[src/rtl/lpef_pkg.sv]
// Shared types and constants for the line peak edge finder.
`default_nettype none
package lpef_pkg;
	localparam int unsigned POS_W     = 6;
	localparam int unsigned CNT_W     = 7;
	localparam int unsigned WIDE_W    = 40;
	localparam int unsigned CFG_IDX_W = 3;
	localparam int unsigned PROD_W    = 38;
	localparam int unsigned DV_W      = 36;

	typedef logic signed [WIDE_W-1:0] wide_t;
	typedef logic [CFG_IDX_W-1:0] cfg_idx_t;

	localparam cfg_idx_t REG_MIN_SPAN   = 3'd0;
	localparam cfg_idx_t REG_PEAK_THR   = 3'd1;
	localparam cfg_idx_t REG_NOISE      = 3'd2;
	localparam cfg_idx_t REG_RMS        = 3'd3;
	localparam cfg_idx_t REG_FLAT_SLOPE = 3'd4;

	typedef struct packed {
		logic [6:0]         min_span;
		logic signed [31:0] peak_threshold;
		logic signed [31:0] noise_level;
		logic [30:0]        rms_noise;
		logic [30:0]        flat_slope;
	} cfg_t;

	typedef struct packed {
		logic signed [31:0] value;
		logic               bad;
		logic [31:0]        index;
	} a_word_t;

	typedef struct packed {
		logic used;
		logic edge_mark;
	} b_word_t;

	typedef struct packed {
		a_word_t a;
		b_word_t b;
		logic    last;
	} sample_t;

	typedef struct packed {
		logic [POS_W-1:0] rd_addr;
		logic             wr_a_en;
		logic [POS_W-1:0] wr_a_addr;
		a_word_t          wr_a;
		logic             wr_b_en;
		logic [POS_W-1:0] wr_b_addr;
		b_word_t          wr_b;
	} mem_req_t;

	typedef struct packed {
		logic             peak_found;
		logic [POS_W-1:0] lower_edge_pos;
		logic [POS_W-1:0] upper_edge_pos;
		logic [31:0]      lower_edge_mask;
		logic [31:0]      upper_edge_mask;
		logic [31:0]      peak_mask;
		logic             edges_marked;
		logic             peak_marked;
		logic             last_result;
	} result_t;

	typedef enum logic [3:0] {
		ST_IDLE, ST_SCAN, ST_PICK, ST_UP_RD, ST_UP_EX, ST_DN_RD, ST_DN_EX,
		ST_DECIDE, ST_SWEEP, ST_CHECK, ST_PUSH, ST_FINISH
	} state_t;

	function automatic wide_t sx32(logic signed [31:0] v);
		return wide_t'(v);
	endfunction
endpackage
`default_nettype wire

[src/rtl/lpef_ctrl.sv]
// Sequencer: line load, peak scan, edge walks, used/edge sweep, result staging.
`default_nettype none
module lpef_ctrl #(
	parameter int LINE_LENGTH   = 64,
	parameter int GRADIENT_STEP = 3
) (
	input  wire logic                clk,
	input  wire logic                arst_n,
	input  wire lpef_pkg::cfg_t      cfg,
	input  wire logic                in_take,
	input  wire lpef_pkg::sample_t   in_smp,
	output logic                     busy,
	input  wire logic                can_emit,
	output logic                     emit,
	output lpef_pkg::result_t        emit_res,
	output lpef_pkg::mem_req_t       mem_req,
	input  wire lpef_pkg::a_word_t   rd_a,
	input  wire lpef_pkg::b_word_t   rd_b
);
	localparam int unsigned CW = lpef_pkg::CNT_W;
	localparam int unsigned PW = lpef_pkg::POS_W;
	localparam logic [CW-1:0] LINE_LEN_C = CW'(LINE_LENGTH);
	localparam logic [CW-1:0] GSTEP_C    = CW'(GRADIENT_STEP);
	localparam logic [4:0]    GSTEP5     = 5'(GRADIENT_STEP);

	lpef_pkg::state_t st_q, st_d;

	logic [CW-1:0]       load_cnt_q, n_q, cnt_q, dist_q;
	logic                v_s1;
	logic [PW-1:0]       pos_s1;
	logic                found_q;
	logic signed [31:0]  maxv_q, pmin_q;
	logic [PW-1:0]       mp_q, minp_q, iup_q, ilo_q;
	logic signed [7:0]   i_q;
	lpef_pkg::wide_t     lim_q;
	logic                lim_ok_q, vl_ok_q, vlast_lo_q, slope_q, hs_q;
	logic                up_ok_q, lo_ok_q, emark_q, pcand_q, hit_q;
	logic [lpef_pkg::PROD_W-1:0] prod_q;
	logic [lpef_pkg::DV_W-1:0]   dv_q;
	logic [31:0]         lo_idx_q, up_idx_q, pk_idx_q;
	logic                pend_v_q;
	lpef_pkg::result_t   pend_q, new_res;

	lpef_pkg::wide_t v_w;
	logic below, new_min, steep, over_lim, flat_run, near_stop, min_stop;
	logic up_dir, up_end, dn_end, emark_w, pcand_w;
	logic [CW-1:0] dist_w;
	logic [PW-1:0] span;
	logic signed [7:0] n_s;

	assign busy = (st_q != lpef_pkg::ST_IDLE);

	always_comb begin
		v_w      = lpef_pkg::sx32(rd_a.value);
		below    = rd_a.value < cfg.noise_level;
		new_min  = (v_w + lpef_pkg::wide_t'(dv_q)) < lpef_pkg::sx32(pmin_q);
		steep    = (lpef_pkg::sx32(pmin_q) - v_w) > lpef_pkg::wide_t'(prod_q);
		over_lim = lim_ok_q && (v_w > lim_q);
		flat_run = (dist_q > GSTEP_C) && slope_q;
		near_stop = rd_b.used || (!rd_a.bad && below && (!vl_ok_q || vlast_lo_q));
		min_stop  = !near_stop && !rd_a.bad && !new_min && (over_lim || flat_run);
		up_dir   = (st_q == lpef_pkg::ST_UP_RD) || (st_q == lpef_pkg::ST_UP_EX);
		n_s      = $signed({1'b0, n_q});
		up_end   = !(i_q < n_s);
		dn_end   = i_q[7];
		dist_w   = up_dir ? (i_q[CW-1:0] - {1'b0, minp_q}) : ({1'b0, minp_q} - i_q[CW-1:0]);
		span     = iup_q - ilo_q;
		emark_w  = (iup_q != mp_q) && (ilo_q != mp_q) && ({1'b0, span} >= cfg.min_span)
			&& up_ok_q && lo_ok_q;
		pcand_w  = emark_w && hs_q && slope_q && (maxv_q >= cfg.peak_threshold);

		new_res                 = '0;
		new_res.peak_found      = 1'b1;
		new_res.lower_edge_pos  = ilo_q;
		new_res.upper_edge_pos  = iup_q;
		new_res.lower_edge_mask = lo_idx_q;
		new_res.upper_edge_mask = up_idx_q;
		new_res.peak_mask       = pk_idx_q;
		new_res.edges_marked    = emark_q;
		new_res.peak_marked     = pcand_q && !hit_q;
	end

	// next state and memory/emit controls
	always_comb begin
		st_d     = st_q;
		emit     = 1'b0;
		emit_res = pend_q;
		mem_req  = '0;
		mem_req.wr_a_addr    = load_cnt_q[PW-1:0];
		mem_req.wr_a.value   = in_smp.a.value;
		mem_req.wr_a.bad     = in_smp.a.bad;
		mem_req.wr_a.index   = in_smp.a.index;
		mem_req.wr_b_addr    = load_cnt_q[PW-1:0];
		mem_req.wr_b         = in_smp.b;
		case (st_q)
			lpef_pkg::ST_IDLE: begin
				if (in_take) begin
					mem_req.wr_a_en = (load_cnt_q < LINE_LEN_C);
					mem_req.wr_b_en = (load_cnt_q < LINE_LEN_C);
					if (in_smp.last) begin
						st_d = lpef_pkg::ST_SCAN;
					end
				end
			end
			lpef_pkg::ST_SCAN, lpef_pkg::ST_CHECK: begin
				mem_req.rd_addr = cnt_q[PW-1:0];
				if (cnt_q >= n_q && !v_s1) begin
					st_d = (st_q == lpef_pkg::ST_SCAN) ? lpef_pkg::ST_PICK : lpef_pkg::ST_PUSH;
				end
			end
			lpef_pkg::ST_PICK: begin
				if (!found_q || maxv_q < cfg.noise_level) begin
					st_d = lpef_pkg::ST_FINISH;
				end else begin
					st_d = lpef_pkg::ST_UP_RD;
				end
			end
			lpef_pkg::ST_UP_RD: begin
				mem_req.rd_addr = i_q[PW-1:0];
				st_d = up_end ? lpef_pkg::ST_DN_RD : lpef_pkg::ST_UP_EX;
			end
			lpef_pkg::ST_UP_EX: begin
				st_d = (near_stop || min_stop) ? lpef_pkg::ST_DN_RD : lpef_pkg::ST_UP_RD;
			end
			lpef_pkg::ST_DN_RD: begin
				mem_req.rd_addr = i_q[PW-1:0];
				st_d = dn_end ? lpef_pkg::ST_DECIDE : lpef_pkg::ST_DN_EX;
			end
			lpef_pkg::ST_DN_EX: begin
				st_d = (near_stop || min_stop) ? lpef_pkg::ST_DECIDE : lpef_pkg::ST_DN_RD;
			end
			lpef_pkg::ST_DECIDE: begin
				st_d = lpef_pkg::ST_SWEEP;
			end
			lpef_pkg::ST_SWEEP: begin
				mem_req.rd_addr        = cnt_q[PW-1:0];
				mem_req.wr_b_en        = v_s1;
				mem_req.wr_b_addr      = pos_s1;
				mem_req.wr_b.used      = 1'b1;
				mem_req.wr_b.edge_mark = rd_b.edge_mark
					|| (emark_q && (pos_s1 == ilo_q || pos_s1 == iup_q));
				if (cnt_q > {1'b0, iup_q} && !v_s1) begin
					st_d = pcand_q ? lpef_pkg::ST_CHECK : lpef_pkg::ST_PUSH;
				end
			end
			lpef_pkg::ST_PUSH: begin
				if (!pend_v_q) begin
					st_d = lpef_pkg::ST_SCAN;
				end else if (can_emit) begin
					emit = 1'b1;
					st_d = lpef_pkg::ST_SCAN;
				end
			end
			lpef_pkg::ST_FINISH: begin
				if (can_emit) begin
					emit = 1'b1;
					if (pend_v_q) begin
						emit_res.last_result = 1'b1;
					end else begin
						emit_res = '0;
						emit_res.last_result = 1'b1;
					end
					st_d = lpef_pkg::ST_IDLE;
				end
			end
			default: st_d = lpef_pkg::ST_IDLE;
		endcase
	end

	always_ff @(posedge clk or negedge arst_n) begin
		if (!arst_n) begin
			st_q <= lpef_pkg::ST_IDLE;
		end else begin
			st_q <= st_d;
		end
	end

	always_ff @(posedge clk or negedge arst_n) begin
		if (!arst_n) begin
			load_cnt_q <= '0;
			pend_v_q   <= 1'b0;
			v_s1       <= 1'b0;
		end else begin
			case (st_q)
				lpef_pkg::ST_IDLE: begin
					if (in_take && load_cnt_q < LINE_LEN_C) begin
						load_cnt_q <= load_cnt_q + 1'b1;
					end
				end
				lpef_pkg::ST_PUSH: begin
					if (!pend_v_q || can_emit) begin
						pend_v_q <= 1'b1;
					end
				end
				lpef_pkg::ST_FINISH: begin
					if (can_emit) begin
						pend_v_q   <= 1'b0;
						load_cnt_q <= '0;
					end
				end
				default: ;
			endcase
			if (st_q == lpef_pkg::ST_SCAN || st_q == lpef_pkg::ST_CHECK) begin
				v_s1 <= (cnt_q < n_q);
			end else if (st_q == lpef_pkg::ST_SWEEP) begin
				v_s1 <= (cnt_q <= {1'b0, iup_q});
			end else begin
				v_s1 <= 1'b0;
			end
		end
	end

	// datapath registers
	always_ff @(posedge clk) begin
		pos_s1 <= cnt_q[PW-1:0];
		case (st_q)
			lpef_pkg::ST_IDLE: begin
				if (in_take) begin
					n_q     <= (load_cnt_q < LINE_LEN_C) ? load_cnt_q + 1'b1 : load_cnt_q;
					dv_q    <= lpef_pkg::DV_W'(cfg.flat_slope) * lpef_pkg::DV_W'(GSTEP5);
					cnt_q   <= '0;
					found_q <= 1'b0;
				end
			end
			lpef_pkg::ST_SCAN: begin
				if (cnt_q < n_q) begin
					cnt_q <= cnt_q + 1'b1;
				end
				if (v_s1 && !rd_a.bad && !rd_b.used && (!found_q || rd_a.value > maxv_q)) begin
					maxv_q  <= rd_a.value;
					mp_q    <= pos_s1;
					found_q <= 1'b1;
				end
			end
			lpef_pkg::ST_PICK: begin
				i_q      <= $signed({2'b00, mp_q}) + 8'sd1;
				pmin_q   <= maxv_q;
				minp_q   <= mp_q;
				vl_ok_q  <= 1'b0;
				lim_ok_q <= 1'b0;
				slope_q  <= 1'b0;
			end
			lpef_pkg::ST_UP_RD, lpef_pkg::ST_DN_RD: begin
				dist_q <= dist_w;
				prod_q <= lpef_pkg::PROD_W'(cfg.flat_slope) * lpef_pkg::PROD_W'(dist_w);
				if (st_q == lpef_pkg::ST_UP_RD && up_end) begin
					iup_q    <= PW'(n_q - 1'b1);
					up_ok_q  <= 1'b0;
					hs_q     <= slope_q;
					i_q      <= $signed({2'b00, mp_q}) - 8'sd1;
					pmin_q   <= maxv_q;
					minp_q   <= mp_q;
					vl_ok_q  <= 1'b0;
					lim_ok_q <= 1'b0;
					slope_q  <= 1'b0;
				end
				if (st_q == lpef_pkg::ST_DN_RD && dn_end) begin
					ilo_q   <= '0;
					lo_ok_q <= 1'b0;
				end
			end
			lpef_pkg::ST_UP_EX, lpef_pkg::ST_DN_EX: begin
				if (near_stop || min_stop) begin
					if (up_dir) begin
						iup_q    <= near_stop ? PW'(i_q - 8'sd1) : minp_q;
						up_ok_q  <= 1'b1;
						hs_q     <= slope_q;
						i_q      <= $signed({2'b00, mp_q}) - 8'sd1;
						pmin_q   <= maxv_q;
						minp_q   <= mp_q;
						vl_ok_q  <= 1'b0;
						lim_ok_q <= 1'b0;
						slope_q  <= 1'b0;
					end else begin
						ilo_q   <= near_stop ? PW'(i_q + 8'sd1) : minp_q;
						lo_ok_q <= 1'b1;
					end
				end else begin
					// advance one sample; bad samples leave the walk history alone
					i_q <= up_dir ? i_q + 8'sd1 : i_q - 8'sd1;
					if (!rd_a.bad) begin
						if (new_min) begin
							if (!slope_q) begin
								slope_q <= steep;
							end
							pmin_q   <= rd_a.value;
							minp_q   <= i_q[PW-1:0];
							lim_q    <= v_w + lpef_pkg::wide_t'({rd_a.value[0] & 1'b0,
								cfg.rms_noise, 1'b0});
							lim_ok_q <= 1'b1;
						end
						vlast_lo_q <= below;
						vl_ok_q    <= 1'b1;
					end
				end
			end
			lpef_pkg::ST_DECIDE: begin
				emark_q <= emark_w;
				pcand_q <= pcand_w;
				hit_q   <= 1'b0;
				cnt_q   <= {1'b0, ilo_q};
			end
			lpef_pkg::ST_SWEEP: begin
				if (cnt_q <= {1'b0, iup_q}) begin
					cnt_q <= cnt_q + 1'b1;
				end
				if (v_s1) begin
					if (pos_s1 == ilo_q) lo_idx_q <= rd_a.index;
					if (pos_s1 == iup_q) up_idx_q <= rd_a.index;
					if (pos_s1 == mp_q)  pk_idx_q <= rd_a.index;
				end
				if (cnt_q > {1'b0, iup_q} && !v_s1) begin
					cnt_q <= '0;
				end
			end
			lpef_pkg::ST_CHECK: begin
				if (cnt_q < n_q) begin
					cnt_q <= cnt_q + 1'b1;
				end
				if (v_s1 && rd_b.edge_mark && rd_a.index == pk_idx_q) begin
					hit_q <= 1'b1;
				end
			end
			lpef_pkg::ST_PUSH: begin
				if (!pend_v_q || can_emit) begin
					pend_q  <= new_res;
					cnt_q   <= '0;
					found_q <= 1'b0;
				end
			end
			default: ;
		endcase
	end

	a_clear_count: assert property (@(posedge clk) disable iff (!arst_n)
		(st_q == lpef_pkg::ST_FINISH && can_emit) |=> (load_cnt_q == '0))
		else $error("line count not cleared after final result");
	a_flag_write: assert property (@(posedge clk) disable iff (!arst_n)
		mem_req.wr_b_en |-> (st_q == lpef_pkg::ST_SWEEP || st_q == lpef_pkg::ST_IDLE))
		else $error("flag memory written outside load or sweep");
	a_edge_order: assert property (@(posedge clk) disable iff (!arst_n)
		(st_q == lpef_pkg::ST_DECIDE) |-> (ilo_q <= mp_q && mp_q <= iup_q))
		else $error("edges do not bracket the peak");
	a_idle_pend: assert property (@(posedge clk) disable iff (!arst_n)
		(st_q == lpef_pkg::ST_IDLE) |-> !pend_v_q)
		else $error("staged result left behind at idle");
endmodule
`default_nettype wire

[config.mk]
export PLATFORM = sky130hd
export DESIGN_NAME = lpef_ctrl
export DESIGN_NICKNAME = d
export VERILOG_FILES = /design/src/rtl/lpef_pkg.sv /design/src/rtl/lpef_ctrl.sv
export SDC_FILE = /design/constraint.sdc
export NUM_CORES = 2
export LEC_CHECK = 0
export BUFFER_PORTS_ARGS = -buffer_cell sky130_fd_sc_hd__buf_2
export CAP_MARGIN = 30
export CORE_MARGIN = 2
export CORE_UTILIZATION = 35
export CTS_CLUSTER_DIAMETER = 30
export CTS_CLUSTER_SIZE = 24
export DETAILED_ROUTE_END_ITERATION = 6
export PLACE_DENSITY = 0.57
export SLEW_MARGIN = 20
export SYNTH_ARGS = -nofsm -noshare
export SYNTH_HDL_FRONTEND = slang
export SYNTH_SLANG_ARGS = --single-unit
[constraint.sdc]
create_clock -name clk -period 30.7 [get_ports clk]
set_input_delay 3.07 -clock clk [delete_from_list [all_inputs] [get_ports clk]]
set_output_delay 3.07 -clock clk [all_outputs]
set_load 0.01 [all_outputs]
Yosys cells after proc, flatten, opt, wreduce, memory -nomap -nowiden
Cells that the tools add are included.
{ "classes": {"addsub": 13, "n_eq_ne": 37, "muxes": 100, "bitwise": 2, "mul": 2, "reduce_logical": 79, "magnitude_cmp": 15} }
{ "ops": {"columns": ["op", "n"], "rows": [
  ["112-bit 2-to-1 mux", 2],
  ["32-bit 2-to-1 mux", 5],
  ["111-bit 2-to-1 mux", 1],
  ["32-bit one-hot mux with 3 select lines", 1],
  ["6-bit 2-to-1 mux", 13],
  ["32-bit < comparator", 2],
  ["7-bit 2-to-1 mux", 9],
  ["4-bit one-hot mux with 11 select lines", 1],
  ["32-bit by 40-bit greater-than comparator with 1-bit output", 1],
  ["8-bit 2-to-1 mux", 5],
  ["33-bit by 39-bit greater-than comparator with 1-bit output", 1],
  ["31-bit by 7-bit multiplier with 38-bit output", 1],
  ["4-bit 2-to-1 mux", 9],
  ["6-bit one-hot mux with 2 select lines", 3],
  ["32-bit by 34-bit adder with 35-bit output", 1],
  ["35-bit by 32-bit < comparator with 1-bit output", 1],
  ["7-bit one-hot mux with 5 select lines", 1],
  ["32-bit by 33-bit adder with 34-bit output", 1],
  ["31-bit by 2-bit multiplier with 33-bit output (second input constant)", 1],
  ["1-bit 2-to-1 mux", 33],
  ["32-bit by 32-bit subtractor with 33-bit output", 1],
  ["32-bit equality test", 1],
  ["32-bit greater-or-equal comparator", 1],
  ["32-bit greater-than comparator", 1],
  ["50 further kinds", 152]
]} }
{ "word_totals": {"output_inout_bits": 201, "register_bits": 464, "elab_cells": 287, "inputBits": 272} }

Longest topological paths before layout
{ "depth": {"ltp_word": 11, "ltp_mapped": 33, "mapped_depth_nobuf": 31} }

Worst setup path before layout
No wires, ideal clock.
{ "synth_path": {"path_kind": "in2reg", "from": "input can_emit", "to": "register pend_q[100] (netlist bit), enable pin", "path_slack_ps": 19001, "required_time_ps": 29958, "path_buffers": 0, "cell_stages": 2, "setup_ps": 742, "arrival_time_ps": 10957, "path_cell_list": "inv_1 > a211oi_1"} }
{ "synth_between": {"elab_chain_cells": 2} }
{ "synth_rtl": {"columns": ["element", "line", "rtl"], "rows": [
  ["start, declared", "lpef_ctrl.sv:13", "input wire logic can_emit,"],
  ["1-bit logical OR", "lpef_ctrl.sv:325", "if (!pend_v_q || can_emit) begin"],
  ["2-bit AND reduction (no source line)", null, null],
  ["end signal, assigned", "lpef_ctrl.sv:326", "pend_q <= new_res;"],
  ["end, declared", "lpef_ctrl.sv:42", "lpef_pkg::result_t pend_q, new_res;"]
]} }
Every way passes these cells.
A chain may end at the register's enable or synchronous reset.

Final worst setup path
{ "layout_path": {"from": "input rd_a[33] (netlist bit)", "to": "register pmin_q[15], enable pin"} }
{ "layout_between": {"elab_chain_cells": 11, "elab_cells_between_ends": 19, "classes_between": "add/sub (1); order compare (3); eq/ne (3); reduce/logical (12)"} }
{ "layout_rtl": {"columns": ["element", "line", "rtl"], "rows": [
  ["start, declared", "lpef_ctrl.sv:17", "input wire lpef_pkg::a_word_t rd_a,"],
  ["parallel branches: the longest is 10 deep, another holds 32-bit by 34-bit adder with 35-bit output", null, null],
  ["5-bit AND reduction (no source line) (*)", null, null],
  ["end signal, assigned", "lpef_ctrl.sv:251", "pmin_q <= maxv_q;"],
  ["end signal, assigned", "lpef_ctrl.sv:269", "pmin_q <= maxv_q;"],
  ["end signal, assigned", "lpef_ctrl.sv:286", "pmin_q <= rd_a.value;"],
  ["end, declared", "lpef_ctrl.sv:32", "logic signed [31:0] maxv_q, pmin_q;"]
]} }
Every way passes the cells marked *.

==> metrics.txt <==
CTS tree=done; Max FO, Critical Path=45; clock skew=41.9 ps; Hold WC Path Type=flip-flop to flip-flop; layout cells sized above 1=13.8%; 1st-iter DRT viols=1700; DRC Markers=0; crit path launch type=input pin; synthesis-stage register bit count=456; Crit Reg-Reg Startpoint=st_q[2]; die extent in x=334 microns; XOR/XNOR Fraction of Synth Area=5.84%; CTS resizes=0; dominant synthesized flop cell=edfxtp_1; Syn. warnings=0; CP arrival=9340 ps; min-delay src=lo_idx_q[13]; Distinct cells, synth=85; status=completed; gr ovfl total=0; Initial Utilization=35.2%; max_slew headroom=41.3%; Detail Route Antenna Nets=0; first-pass GRT wire length=163000 microns; # nets final=5073; Buf/Inv on CP=5; fraction of registers with async set or reset after synthesis=2.85%; final wirelength=106000 microns; CP Capture Type=flip-flop; clk sinks=456; core area=109000 sq um; setup violators final=0; Skew-Pair Late Insertion Delay=670 ps; IO buf count=342; Max stage delay on crit path=610 ps; CP Class=input pin to flip-flop; Worst Setup SP=rd_a[33]; Syn Std Cell Area=38200 sq um; dpl hpwl=83900 microns; Yosys top cell area share=34.3%; cell family with most CP delay=compound AO/OA/AOI/OAI gates; top area cells in the synthesized netlist=edfxtp_1 (34%), ha_1 (15%), fa_1 (7.9%); mux cell area share after synthesis=0.524%; DR WL/cell=18.6 microns; multi-input logic area=21800 sq um; TritonCTS buffer count=97; Sequential cell area=13600 sq um; gr usage total=18.7%; Setup TNS=0 ps; die area=112000 sq um; adder-cell share of the synthesized area=23.3%; die height=334 microns; Clock Pin Slew Worst Setup and Hold Paths=50 ps; unrepaired setup endpoints after global routing=no; final hold vios=0; P&R area growth vs syn=16.7%; initial antenna violation count=10; Max Clk Rate=110 MHz; vias per std cell=5.07; syn_nets=4764; Post-CTS Hold Fix Bufs=0; synthesized area per cell=9.87 sq um; Post-synth EDFFs=437; largest family of logic cells by synthesized area=adder cells; H-Tree Depth=3; setup bufs post-CTS=0; Clock Tree Buf Depth=3; register area share after synthesis=35.5%; vias in the first global route=28498; # fillers=10607; Initial DRT Pass Iterations=5; Max Slew Vio Count=0; Syn Inst Count=3872; Worst-Margin Slew=880 ps; Top Ports=473; period utilization=29.6%; RePlAce Congestion=0.910; Root Buffer=clkbuf_16; CP required=30960 ps; slowest stage cell, crit path=o21bai_4; Vias=28840; max-cap violation count=0; final worst path period need=9080 ps; site row count=121; Worst path most repeated cell=buf_4; Compound-Gate Fraction of Synth Area=13.9%; largest net degree at the start of global routing=77; post-synth top area cell=edfxtp_1; Synth Area in Simple Gates=13.2%
[placed cells by master, fill, tap and decap left out, types with 31 or more instances in the layout]
cell type and count:
a21oi_1 205, edfxtp_1 437, buf_2 342, o21ai_0 216
xnor2_1 171, nor2b_1 156, nor2_1 175, inv_1 542
nand2b_1 31, nand2_1 235, clkbuf_16 97, o21a_1 41
fa_1 151, xor2_1 78, a21o_1 155, nand3_1 61
ha_1 469, nand4_1 67, and2_1 115, nor3_1 42
[metal layers]
layer | part of all wire [%] | vias to the layer above | global-route usage [%]
met4 | 2.4 | 10 | 5.36
li1 | - | 14062 | -
met5 | 0.055 | - | 0
met1 | 48 | 13793 | 26.6
met2 | 44 | 812 | 29.3
met3 | 6.0 | 163 | 3.07
[cells in the mapped netlist, types with 10 or more instances]
cell type,count
a211o_1,10
a211oi_1,30
a21o_1,155
a21oi_1,206
a31oi_1,24
and2_1,116
and3_1,31
buf_4,74
clkbuf_1,70
dfrtp_1,13
edfxtp_1,437
fa_1,151
ha_1,469
inv_1,542
mux2i_1,11
nand2_1,235
nand2b_1,31
nand3_1,61
nand4_1,67
nor2_1,179
nor2b_1,156
nor3_1,43
nor4_1,14
o211ai_1,14
o21a_1,41
o21ai_0,216
o21bai_1,25
o31ai_1,18
or2_2,12
or3_1,13
xnor2_1,173
xor2_1,80
[sequential cells by signal, indices dropped and copies added, names as in the netlist, 4 cells and up]
register	flops
prod_q	38
dist_q	5
n_q	7
mp_q	6
iup_q	6
pmin_q	32
i_q	8
up_idx_q	32
dv_q	33
lo_idx_q	32
maxv_q	32
minp_q	6
ilo_q	6
pk_idx_q	32
lim_q	34
pos_s1	6
pend_q	110
st_q	4
load_cnt_q	7
cnt_q	7
[final timing paths]
path	endpoint	slack, ps	cells past startpoint
min in group asynchronous	load_cnt_q[2]	2360	1
worst min register to register	pend_q[80]	400	0
worst min-delay path	pend_q[80]	400	0
worst max register to register	prod_q[36]	21730	28
worst max-delay path	pmin_q[15]	21620	25
max in group asynchronous	st_q[3]	27990	1
[per-stage QoR]
stage	setup WS [ps]	hold WS (ps)	std cells	area, sq um	util (%)
6_report	21620	403	5683	44600	41.1
5_1_grt	21160	406	5680	44600	41.1
4_1_cts	21620	395	5678	44600	41.1
3_5_place_dp	20950	405	5496	41100	37.9
3_3_place_gp	21080	400	5492	41100	37.8
2_1_floorplan	19000	400	3872	38200	-
[logic make-up (layout without fill, tap and decap cells)]
| kind of cell | count (synthesis) | in the layout |
|---|---|---|
| buf+inv | 705 | 1097 |
| xor+xnor | 254 | 254 |
| compound gates | 835 | 835 |
| flops | 456 | 456 |
| mux | 19 | 19 |
| other cells | 0 | 5 |
| fa+ha+maj | 620 | 620 |
| simple gates | 983 | 983 |
[area by class of cell]
cell class / count / area share [%]
clock buffer: 102 / 5.48
clock inverter: 80 / 2.26
timing repair buffer: 369 / 4.40
tap: 1414 / 3.97
inverter: 546 / 4.59
sequential: 456 / 30.4
multi-input combinational: 2711 / 48.9
antenna: 5 / 0.0280
Power is left out: the tool's default activity adds up to more than one toggle a clock period on the data nets, which glitch-free logic cannot reach.
